### config.mk
export PLATFORM = sky130hd
export DESIGN_NAME = canonical_line_editor
export DESIGN_NICKNAME = d
export VERILOG_FILES = /design/src/rtl/cle_pkg.sv /design/src/rtl/cle_ram.sv /design/src/rtl/cle_datapath.sv /design/src/rtl/cle_ctrl.sv /design/src/rtl/canonical_line_editor.sv
export SDC_FILE = /design/constraint.sdc
export NUM_CORES = 2
export LEC_CHECK = 0
export ABC_CLOCK_PERIOD_IN_PS = 4880
export BUFFER_PORTS_ARGS = -buffer_cell sky130_fd_sc_hd__buf_4
export CAP_MARGIN = 25
export CORE_MARGIN = 1.5
export CORE_UTILIZATION = 50
export DETAILED_ROUTE_END_ITERATION = 6
export PLACE_DENSITY = 0.65
export SLEW_MARGIN = 25
export SYNTH_ARGS = -nofsm -noshare
export SYNTH_HDL_FRONTEND = slang
export SYNTH_SLANG_ARGS = --single-unit
### constraint.sdc
create_clock -name clk -period 4.88 [get_ports clk]
set_input_delay 0.976 -clock clk [delete_from_list [all_inputs] [get_ports clk]]
set_output_delay 0.976 -clock clk [all_outputs]
set_load 0.02 [all_outputs]
### src/rtl/cle_pkg.sv
// ============================================================================
// cle_pkg
// Shared constants, codes and controller/datapath interface types for the
// canonical line editor.
// ============================================================================
package cle_pkg;

    localparam int LINE_DEPTH = 256;
    localparam int MAX_READ   = 32;

    localparam int ADDR_W = $clog2(LINE_DEPTH);
    localparam int LEN_W  = $clog2(LINE_DEPTH + 1);
    localparam int SIZE_W = 6;
    localparam int BYTE_W = 8;
    localparam int KIND_W = 2;
    localparam int ACT_W  = 4;
    localparam int SEL_W  = 3;

    localparam logic [BYTE_W-1:0] KEY_BACKSPACE = 8'd8;
    localparam logic [BYTE_W-1:0] KEY_NEWLINE   = 8'd10;
    localparam logic [BYTE_W-1:0] KEY_SPACE     = 8'd32;

    localparam logic OP_KEY  = 1'b0;
    localparam logic OP_READ = 1'b1;

    localparam logic [KIND_W-1:0] KIND_ECHO    = 2'd0;
    localparam logic [KIND_W-1:0] KIND_DATA    = 2'd1;
    localparam logic [KIND_W-1:0] KIND_EMPTY   = 2'd2;
    localparam logic [KIND_W-1:0] KIND_REFUSED = 2'd3;

    localparam logic [ACT_W-1:0] ACT_NONE    = 4'd0;
    localparam logic [ACT_W-1:0] ACT_EMPTY   = 4'd1;
    localparam logic [ACT_W-1:0] ACT_WAIT    = 4'd2;
    localparam logic [ACT_W-1:0] ACT_READ    = 4'd3;
    localparam logic [ACT_W-1:0] ACT_REFUSE  = 4'd4;
    localparam logic [ACT_W-1:0] ACT_BS      = 4'd5;
    localparam logic [ACT_W-1:0] ACT_ECHO    = 4'd6;
    localparam logic [ACT_W-1:0] ACT_NL      = 4'd7;
    localparam logic [ACT_W-1:0] ACT_NL_READ = 4'd8;

    localparam logic [SEL_W-1:0] SEL_ECHO    = 3'd0;
    localparam logic [SEL_W-1:0] SEL_ECHO_NL = 3'd1;
    localparam logic [SEL_W-1:0] SEL_EMPTY   = 3'd2;
    localparam logic [SEL_W-1:0] SEL_REFUSE  = 3'd3;
    localparam logic [SEL_W-1:0] SEL_BS      = 3'd4;
    localparam logic [SEL_W-1:0] SEL_SPACE   = 3'd5;
    localparam logic [SEL_W-1:0] SEL_BS_LAST = 3'd6;
    localparam logic [SEL_W-1:0] SEL_DATA    = 3'd7;

    typedef struct packed {
        logic             accept;
        logic             emit;
        logic [SEL_W-1:0] sel;
    } cle_cmd_t;

    typedef struct packed {
        logic [ACT_W-1:0] act;
        logic             slot_free;
        logic             dlv_last;
    } cle_status_t;

endpackage

### src/rtl/cle_ram.sv
// ============================================================================
// cle_ram
// Generic single-write, single-read RAM with registered read data.
// ============================================================================
module cle_ram #(
    parameter int WIDTH = 8,
    parameter int DEPTH = 256
) (
    input  logic                     clk,
    input  logic                     wr_en,
    input  logic [$clog2(DEPTH)-1:0] wr_addr,
    input  logic [WIDTH-1:0]         wr_data,
    input  logic [$clog2(DEPTH)-1:0] rd_addr,
    output logic [WIDTH-1:0]         rd_data
);

    logic [WIDTH-1:0] mem [DEPTH];

    always_ff @(posedge clk)
    begin
        if (wr_en)
        begin
            mem[wr_addr] <= wr_data;
        end
        rd_data <= mem[rd_addr];
    end

endmodule

### src/rtl/cle_datapath.sv
// ============================================================================
// cle_datapath
// Line state, line RAM, read delivery counters and the output register.
// ============================================================================
module cle_datapath (
    input  logic                  clk,
    input  logic                  rst_n,
    input  logic                  op,
    input  logic [15:0]           in_data,
    input  cle_pkg::cle_cmd_t     cmd,
    output cle_pkg::cle_status_t  stat,
    output logic                  out_valid,
    input  logic                  out_ready,
    output logic [1:0]            out_kind,
    output logic [15:0]           out_data,
    output logic                  out_last
);

    import cle_pkg::*;

    logic [BYTE_W-1:0] key;
    logic [SIZE_W-1:0] size;
    logic [SIZE_W-1:0] size_sat;
    logic [ACT_W-1:0]  act;
    logic              room;
    logic              line_end;
    logic [LEN_W-1:0]  pos_inc;
    logic [SIZE_W-1:0] cnt_inc;
    logic              dlv_last;
    logic              store_en;
    logic [BYTE_W-1:0] rd_byte;

    logic [LEN_W-1:0]  len_reg, len_next;
    logic [LEN_W-1:0]  pos_reg, pos_next;
    logic              ready_reg, ready_next;
    logic              waiting_reg, waiting_next;
    logic [SIZE_W-1:0] wsize_reg, wsize_next;
    logic [SIZE_W-1:0] cnt_reg, cnt_next;
    logic [SIZE_W-1:0] limit_reg, limit_next;
    logic              valid_reg, valid_next;
    logic [BYTE_W-1:0] key_reg, key_next;
    logic [KIND_W-1:0] kind_reg, kind_next;
    logic [BYTE_W-1:0] byte_reg, byte_next;
    logic [SIZE_W-1:0] count_reg, count_next;
    logic              last_reg, last_next;

    assign key      = in_data[BYTE_W-1:0];
    assign size     = in_data[BYTE_W+SIZE_W-1:BYTE_W];
    assign size_sat = (size > SIZE_W'(MAX_READ)) ? SIZE_W'(MAX_READ) : size;
    assign room     = len_reg < LEN_W'(LINE_DEPTH);
    assign pos_inc  = pos_reg + LEN_W'(1);
    assign cnt_inc  = cnt_reg + SIZE_W'(1);
    assign line_end = pos_inc >= len_reg;
    assign dlv_last = line_end || (cnt_inc >= limit_reg);

    always_comb
    begin
        if (op == OP_READ)
        begin
            if (size == '0)
                act = ACT_EMPTY;
            else if (ready_reg)
                act = ACT_READ;
            else
                act = ACT_WAIT;
        end
        else if (ready_reg)
            act = ACT_REFUSE;
        else if (key == KEY_BACKSPACE)
            act = (len_reg == '0) ? ACT_NONE : ACT_BS;
        else if (key == KEY_NEWLINE)
            act = waiting_reg ? ACT_NL_READ : ACT_NL;
        else
            act = ACT_ECHO;
    end

    assign stat.act       = act;
    assign stat.slot_free = !valid_reg || out_ready;
    assign stat.dlv_last  = dlv_last;

    assign store_en = cmd.accept && room &&
                      (act == ACT_ECHO || act == ACT_NL || act == ACT_NL_READ);

    always_comb
    begin
        len_next     = len_reg;
        pos_next     = pos_reg;
        ready_next   = ready_reg;
        waiting_next = waiting_reg;
        wsize_next   = wsize_reg;
        cnt_next     = cnt_reg;
        limit_next   = limit_reg;
        key_next     = key_reg;

        if (cmd.accept)
        begin
            key_next = key;
            unique case (act) inside
                ACT_WAIT:
                begin
                    waiting_next = 1'b1;
                    wsize_next   = size_sat;
                end
                ACT_READ:
                begin
                    limit_next = size_sat;
                    cnt_next   = '0;
                end
                ACT_BS:
                begin
                    len_next = len_reg - LEN_W'(1);
                end
                ACT_ECHO:
                begin
                    if (room)
                        len_next = len_reg + LEN_W'(1);
                end
                ACT_NL:
                begin
                    if (room)
                        len_next = len_reg + LEN_W'(1);
                    ready_next = 1'b1;
                    pos_next   = '0;
                end
                ACT_NL_READ:
                begin
                    if (room)
                        len_next = len_reg + LEN_W'(1);
                    ready_next   = 1'b1;
                    pos_next     = '0;
                    waiting_next = 1'b0;
                    limit_next   = wsize_reg;
                    cnt_next     = '0;
                end
                default:
                begin
                end
            endcase
        end
        else if (cmd.emit && cmd.sel == SEL_DATA)
        begin
            cnt_next = cnt_inc;
            if (line_end)
            begin
                pos_next   = '0;
                len_next   = '0;
                ready_next = 1'b0;
            end
            else
            begin
                pos_next = pos_inc;
            end
        end
    end

    always_comb
    begin
        valid_next = valid_reg;
        kind_next  = kind_reg;
        byte_next  = byte_reg;
        count_next = count_reg;
        last_next  = last_reg;

        if (cmd.emit)
        begin
            valid_next = 1'b1;
            count_next = '0;
            last_next  = 1'b0;
            kind_next  = KIND_ECHO;
            byte_next  = key_reg;
            case (cmd.sel)
                SEL_ECHO:
                begin
                    last_next = 1'b1;
                end
                SEL_ECHO_NL:
                begin
                    last_next = 1'b0;
                end
                SEL_EMPTY:
                begin
                    kind_next = KIND_EMPTY;
                    byte_next = '0;
                    last_next = 1'b1;
                end
                SEL_REFUSE:
                begin
                    kind_next = KIND_REFUSED;
                    last_next = 1'b1;
                end
                SEL_BS:
                begin
                    byte_next = KEY_BACKSPACE;
                end
                SEL_SPACE:
                begin
                    byte_next = KEY_SPACE;
                end
                SEL_BS_LAST:
                begin
                    byte_next = KEY_BACKSPACE;
                    last_next = 1'b1;
                end
                default:
                begin
                    kind_next  = KIND_DATA;
                    byte_next  = rd_byte;
                    count_next = cnt_inc;
                    last_next  = dlv_last;
                end
            endcase
        end
        else if (out_ready)
        begin
            valid_next = 1'b0;
        end
    end

    always_ff @(posedge clk or negedge rst_n)
    begin
        if (!rst_n)
        begin
            len_reg     <= '0;
            pos_reg     <= '0;
            ready_reg   <= 1'b0;
            waiting_reg <= 1'b0;
            wsize_reg   <= '0;
            cnt_reg     <= '0;
            limit_reg   <= '0;
            valid_reg   <= 1'b0;
        end
        else
        begin
            len_reg     <= len_next;
            pos_reg     <= pos_next;
            ready_reg   <= ready_next;
            waiting_reg <= waiting_next;
            wsize_reg   <= wsize_next;
            cnt_reg     <= cnt_next;
            limit_reg   <= limit_next;
            valid_reg   <= valid_next;
        end
    end

    always_ff @(posedge clk)
    begin
        key_reg   <= key_next;
        kind_reg  <= kind_next;
        byte_reg  <= byte_next;
        count_reg <= count_next;
        last_reg  <= last_next;
    end

    // read port follows the next read position, so its registered data is ready when that position becomes current
    cle_ram #(
        .WIDTH (BYTE_W),
        .DEPTH (LINE_DEPTH)
    ) u_line_ram (
        .clk     (clk),
        .wr_en   (store_en),
        .wr_addr (len_reg[ADDR_W-1:0]),
        .wr_data (key),
        .rd_addr (pos_next[ADDR_W-1:0]),
        .rd_data (rd_byte)
    );

    assign out_valid = valid_reg;
    assign out_kind  = kind_reg;
    assign out_data  = {2'b00, count_reg, byte_reg};
    assign out_last  = last_reg;

endmodule

### src/rtl/cle_ctrl.sv
// ============================================================================
// cle_ctrl
// Sequencer: accepts one request at a time and steps through its results.
// ============================================================================
module cle_ctrl (
    input  logic                  clk,
    input  logic                  rst_n,
    input  logic                  in_valid,
    output logic                  in_ready,
    input  cle_pkg::cle_status_t  stat,
    output cle_pkg::cle_cmd_t     cmd
);

    import cle_pkg::*;

    localparam logic [3:0] ST_IDLE    = 4'd0;
    localparam logic [3:0] ST_ECHO    = 4'd1;
    localparam logic [3:0] ST_ECHO_NL = 4'd2;
    localparam logic [3:0] ST_EMPTY   = 4'd3;
    localparam logic [3:0] ST_REFUSE  = 4'd4;
    localparam logic [3:0] ST_BS1     = 4'd5;
    localparam logic [3:0] ST_BS2     = 4'd6;
    localparam logic [3:0] ST_BS3     = 4'd7;
    localparam logic [3:0] ST_DLV     = 4'd8;

    logic [3:0] state_reg, state_next;

    always_comb
    begin
        state_next = state_reg;
        cmd        = '0;
        in_ready   = 1'b0;
        unique case (state_reg)
            ST_IDLE:
            begin
                in_ready   = 1'b1;
                cmd.accept = in_valid;
                if (in_valid)
                begin
                    unique case (stat.act) inside
                        ACT_EMPTY:           state_next = ST_EMPTY;
                        ACT_READ:            state_next = ST_DLV;
                        ACT_REFUSE:          state_next = ST_REFUSE;
                        ACT_BS:              state_next = ST_BS1;
                        ACT_ECHO, ACT_NL:    state_next = ST_ECHO;
                        ACT_NL_READ:         state_next = ST_ECHO_NL;
                        default:             state_next = ST_IDLE;
                    endcase
                end
            end
            ST_ECHO:
            begin
                cmd.sel  = SEL_ECHO;
                cmd.emit = stat.slot_free;
                if (stat.slot_free)
                    state_next = ST_IDLE;
            end
            ST_ECHO_NL:
            begin
                cmd.sel  = SEL_ECHO_NL;
                cmd.emit = stat.slot_free;
                if (stat.slot_free)
                    state_next = ST_DLV;
            end
            ST_EMPTY:
            begin
                cmd.sel  = SEL_EMPTY;
                cmd.emit = stat.slot_free;
                if (stat.slot_free)
                    state_next = ST_IDLE;
            end
            ST_REFUSE:
            begin
                cmd.sel  = SEL_REFUSE;
                cmd.emit = stat.slot_free;
                if (stat.slot_free)
                    state_next = ST_IDLE;
            end
            ST_BS1:
            begin
                cmd.sel  = SEL_BS;
                cmd.emit = stat.slot_free;
                if (stat.slot_free)
                    state_next = ST_BS2;
            end
            ST_BS2:
            begin
                cmd.sel  = SEL_SPACE;
                cmd.emit = stat.slot_free;
                if (stat.slot_free)
                    state_next = ST_BS3;
            end
            ST_BS3:
            begin
                cmd.sel  = SEL_BS_LAST;
                cmd.emit = stat.slot_free;
                if (stat.slot_free)
                    state_next = ST_IDLE;
            end
            ST_DLV:
            begin
                cmd.sel  = SEL_DATA;
                cmd.emit = stat.slot_free;
                if (stat.slot_free && stat.dlv_last)
                    state_next = ST_IDLE;
            end
            default:
            begin
                state_next = ST_IDLE;
            end
        endcase
    end

    always_ff @(posedge clk or negedge rst_n)
    begin
        if (!rst_n)
            state_reg <= ST_IDLE;
        else
            state_reg <= state_next;
    end

endmodule

### src/rtl/canonical_line_editor.sv
// ============================================================================
// canonical_line_editor
// Cooked-mode line editor: echoes keys, edits and completes a line in a
// line RAM, and serves read requests from the completed line.
// ============================================================================
//
// channel  dir  payload
// s_*      in   tuser: operation; tdata: key_char, read_size
// m_*      out  tuser: kind; tdata: data_byte, byte_count; tlast: last
//
// A request is taken while s_tready is high; its results follow in order while m_tready
// is high: a single result, backspace/space/backspace for a backspace, up to n bytes
// for a read of n, an echo then up to n bytes for a newline that serves a waiting read.
// Unstalled, read bytes stream at one per cycle from the registered line RAM port.
// s_tready is high only between requests; a stalled output holds the sequencer.
// Reset clears the line state at once; line RAM contents stay undefined.
//
module canonical_line_editor (
    input  logic        clk,
    input  logic        rst_n,
    input  logic        s_tvalid,
    output logic        s_tready,
    input  logic [15:0] s_tdata,   // [7:0] key_char, [13:8] read_size, [15:14] zero
    input  logic        s_tuser,   // [0] operation
    output logic        m_tvalid,
    input  logic        m_tready,
    output logic [15:0] m_tdata,   // [7:0] data_byte, [13:8] byte_count, [15:14] zero
    output logic [1:0]  m_tuser,   // [1:0] kind
    output logic        m_tlast
);

    import cle_pkg::*;

    cle_cmd_t    cmd;
    cle_status_t stat;

    cle_ctrl u_ctrl (
        .clk      (clk),
        .rst_n    (rst_n),
        .in_valid (s_tvalid),
        .in_ready (s_tready),
        .stat     (stat),
        .cmd      (cmd)
    );

    cle_datapath u_datapath (
        .clk       (clk),
        .rst_n     (rst_n),
        .op        (s_tuser),
        .in_data   (s_tdata),
        .cmd       (cmd),
        .stat      (stat),
        .out_valid (m_tvalid),
        .out_ready (m_tready),
        .out_kind  (m_tuser),
        .out_data  (m_tdata),
        .out_last  (m_tlast)
    );

`ifndef SYNTHESIS
    a_data_count: assert property (@(posedge clk) disable iff (!rst_n)
        (m_tvalid && m_tuser == KIND_DATA) |-> m_tdata[13:8] != 6'd0)
        else $error("read data result without byte count");

    a_other_count: assert property (@(posedge clk) disable iff (!rst_n)
        (m_tvalid && m_tuser != KIND_DATA) |-> m_tdata[13:8] == 6'd0)
        else $error("non-data result with byte count");

    a_single_last: assert property (@(posedge clk) disable iff (!rst_n)
        (m_tvalid && (m_tuser == KIND_EMPTY || m_tuser == KIND_REFUSED)) |-> m_tlast)
        else $error("single result without last");

    a_no_emit_on_accept: assert property (@(posedge clk) disable iff (!rst_n)
        cmd.accept |-> !cmd.emit)
        else $error("accept and emit in the same cycle");
`endif

endmodule
==> key figures <==
Status
  – Status: complete, no violations

Cells and area
  – Commonest non-fill, non-tap cell in the layout: edfxtp_1
  – Area Overhead vs Synth: 17.1%
  – Ant. Diodes: 0
  – Most frequent cells in the layout: edfxtp_1, nand2_1, buf_4
  – Finished Layout Cells: 9184
  – Fin nets: 6738
  – Max FFs per register: 2048
  – Share of cells above drive strength 1: 0.161

STA
  – Max-slew violations: 0
  – Worst Tran Pin Value: 1.09 ns
  – Endpoints failing hold: 0
  – Slew HR: 0.276
  – Max Fclk: 205 MHz
  – RSZ-0062 raised after global routing: true
  – Final Setup Violations: 0
  – Final period utilization: 0.998
  – Hold_ws: 0.117 ns
  – Layout Skew: a little under 0.06 ns
  – Final Critical Period: 4.87 ns

Clocking
  – CTS tree: done
  – Max clock buf depth: 3
  – Clk_lat worst skew: 0.88 ns
  – CTS Buf Count: 209
  – CTS Sinks: around 2.1k
  – Root Buffer: clkbuf_16
  – Max H-tree Level: 4
  – Clk slew on worst S/H paths: 0.07 ns
  – Post-CTS Hold Fix Bufs: 0

Critical path
  – WP buf/inv: 4
  – Critical path required time: between 5 and 6 ns
  – CP peak stage delay: around 0.50 ns
  – Reg2reg setup slack: 0.009 ns
  – Crit end category: flip-flop
  – Critical path class: reg -> reg
  – Worst Setup Start Kind: flip-flop
  – Critical Path Stages: 19
  – FF-to-FF Start: u_datapath.pos_reg[0]
  – CP max-delay cell: a31oi_1
  – CP Max Fanout: 22
  – Worst-path cell chain: ha_2 > nand3_2 > and2_1 > or2_2 > ha_1 > nand4_1 > o311ai_4 > buf_4 > a211oi_4 > buf_4 > nor3_2 > buf_12 > buf_4 > o221ai_1 > a31oi_1 > nor4b_2 > a31oi_1 > o211a_1 > o311a_1
  – Crit path to: u_datapath.u_line_ram.rd_data[7]
  – Worst r2r dst: u_datapath.u_line_ram.rd_data[7]
  – Worst Reg-to-Reg Cells: 19
  – Arrival @ worst endpoint: 5.68 ns
  – Crit path from: u_datapath.pos_reg[0]
  – Crit-path leading delay family: compound AO/OA/AOI/OAI gates
  – Most frequent cell on the critical path: buf_4

Floorplanning
  – Core area: 0.172 mm^2
  – Die footprint: 0.175 mm^2
  – I/O pins: 42
  – Initial core utilization: 0.504
  – FP Rows: 152
  – Width of the die: 419 um
  – Die height: 419 um

Route
  – Via density: a little over 6
  – ANT nets after route: 0
  – DR iter-0 viols: 7829
  – DR pass1 iterations: 5
  – Post-DR wirelength/cell: roughly 28 um
  – DRC Markers: 0
  – Vias: between 50k and 60k
  – Final wirelength: 255000 um

Power
  – Pwr dens: 486 mW/mm^2
  – Leak: ~34 nW
  – Max VDD drop: 0.000442 V

Global route
  – First-pass GRT wire length: roughly 370000 um
  – Largest net degree at the start of global routing: 177
  – Initial antenna violation count: 11
  – Vias in the first global route: around 55k
  – Total track usage: 0.286
  – Grt total ovfl: 0

Synthesis
  – Syn Area/Cell: 13.8 um^2
  – Yosys warns: 0
  – Cell variety after synth: 92
  – Simple-gate share of the synthesized area: 0.117
  – XOR/XNOR Fraction of Synth Area: 0.00192
  – Yosys reg bits: 2124
  – Synthesized cell area: 0.0865 mm^2
  – Fraction of synthesized area in multiplexers: 0.0211
  – Share of flip-flops with an asynchronous set or reset: 0.0202
  – Cells after synthesis: 6284
  – Predominant post-synthesis flop cell: edfxtp_1
  – Post-synth EDFFs: 2073
  – Synth Area in Compound Gates: 0.0964
  – Post-synthesis adder-cell area fraction: 0.00370
  – Combinational family with the most area after synthesis: simple AND/OR/NAND/NOR gates
  – Share of the yosys chip area belonging to registers: 0.734

Run
  – Total of max-cap violations: 0

Placed design
  – Placed insts: slightly below 9k
  – IO buf count: 37
  – HPWL Detailed: 162000 um
  – GPL Wtd Cong: 0.936

Min path
  – Worst hold-check path type: in -> async
## per-stage QoR
| step | power, W | util | worst slack, ns | area (um^2) | setup TNS (ns) |
|---|---|---|---|---|---|
| 6_report | 0.0492 | 0.590 | 0.00931 | 101000 | 0 |
| 5_1_grt | 0.0507 | 0.590 | -0.0767 | 101000 | -0.343 |
| 4_1_cts | 0.0487 | 0.585 | 0.00215 | 101000 | 0 |
| 3_5_place_dp | 0.0323 | 0.543 | -0.255 | 93300 | -1.30 |
| 3_3_place_gp | 0.0322 | 0.543 | -0.186 | 93300 | -1.04 |
| 2_1_floorplan | 0.0267 | - | 0.469 | 86500 | 0 |
## power by group
group          internal [W]  switching, W
sequential           0.0203      0.000199
combinational       0.00436       0.00790
clock               0.00933       0.00709
total                0.0340        0.0152
## kinds of logic after synthesis
| logic type | count (synthesis) |
|---|---|
| AO/OA/AOI/OAI | 1217 |
| XOR/XNOR | 19 |
| buffers and inverters | 491 |
| adder cells (fa/ha/maj) | 25 |
| other | 1 |
| AND/OR/NAND/NOR | 2227 |
| flip-flops | 2124 |
| multiplexers | 180 |
## final cells by class
cell class | instances | area [um^2]
Clock buffer | 242 | 5370
Clock inverter | 151 | 1650
Fill cell | 13100 | 70500
Inverter | 39 | 211
Multi-Input combinational cell | 3670 | 21400
Sequential cell | 2124 | 63500
Tap cell | 2310 | 2890
Timing Repair Buffer | 646 | 6270
Timing Repair inverter | 2 | 20.0
## worst min path at each step
| stage | startpoint | to | slack [ns] | depth (start not counted) |
|---|---|---|---|---|
| floorplan | u_datapath.pos_reg[8] | u_datapath.pos_reg[8] | 0.47 | 1 |
| global placement | u_datapath.wsize_reg[2] | u_datapath.wsize_reg[2] | 0.49 | 1 |
| detailed placement | u_datapath.wsize_reg[5] | u_datapath.wsize_reg[5] | 0.49 | 1 |
| CTS | rst_n | u_datapath.limit_reg[5] | 0.10 | 1 |
| global route | rst_n | u_datapath.out_valid | 0.14 | 1 |
| finish | rst_n | u_datapath.wsize_reg[1] | 0.12 | 1 |
## worst reg2reg max path, stage by stage, from the launching register on
cell and delay, ns:
dfrtp_1 0.41, ha_2 0.23, nand3_2 0.09, and2_1 0.17, or2_2 0.29, ha_1 0.31, nand4_1 0.17, o311ai_4 0.32
buf_4 0.22, a211oi_4 0.08, buf_4 0.19, nor3_2 0.39, buf_12 0.23, buf_4 0.17, o221ai_1 0.11, a31oi_1 0.35
nor4b_2 0.16, a31oi_1 0.51, o211a_1 0.25, o311a_1 0.15
## cells in the mapped netlist (all sizes together) (49+ instances only)
library cell / n / area [um^2]
o22ai: 64 / 400
nand2: 827 / 3110
a211oi: 63 / 515
buf: 249 / 1360
o211ai: 178 / 1340
a21oi: 232 / 1170
a22oi: 49 / 368
nand3: 318 / 1590
clkbuf: 203 / 762
a31oi: 103 / 644
nor2: 517 / 1960
o221ai: 87 / 762
nor3: 207 / 1070
mux2i: 163 / 1630
or3: 241 / 1510
edfxtp: 2073 / 62200
o21ai: 203 / 1030
## metal layers
metal  global-route usage  vias up  share of wire
li1                     -    25000              -
met1                0.394    28700           0.39
met2                0.445     3080           0.46
met3               0.0587      525           0.10
met4                0.120        8          0.045
met5                    0        -        0.00020
## repair_timing
| item | in CTS | in global routing |
|---|---|---|
| buffers inserted | 6 | 10 |
| endpoints found under the setup margin | 8 | 8 |
| gates cloned | 1 | 7 |
| pin swaps | 4 | 34 |
| gates resized for setup | 33 | 106 |
Power figures use the tool's default switching activity.
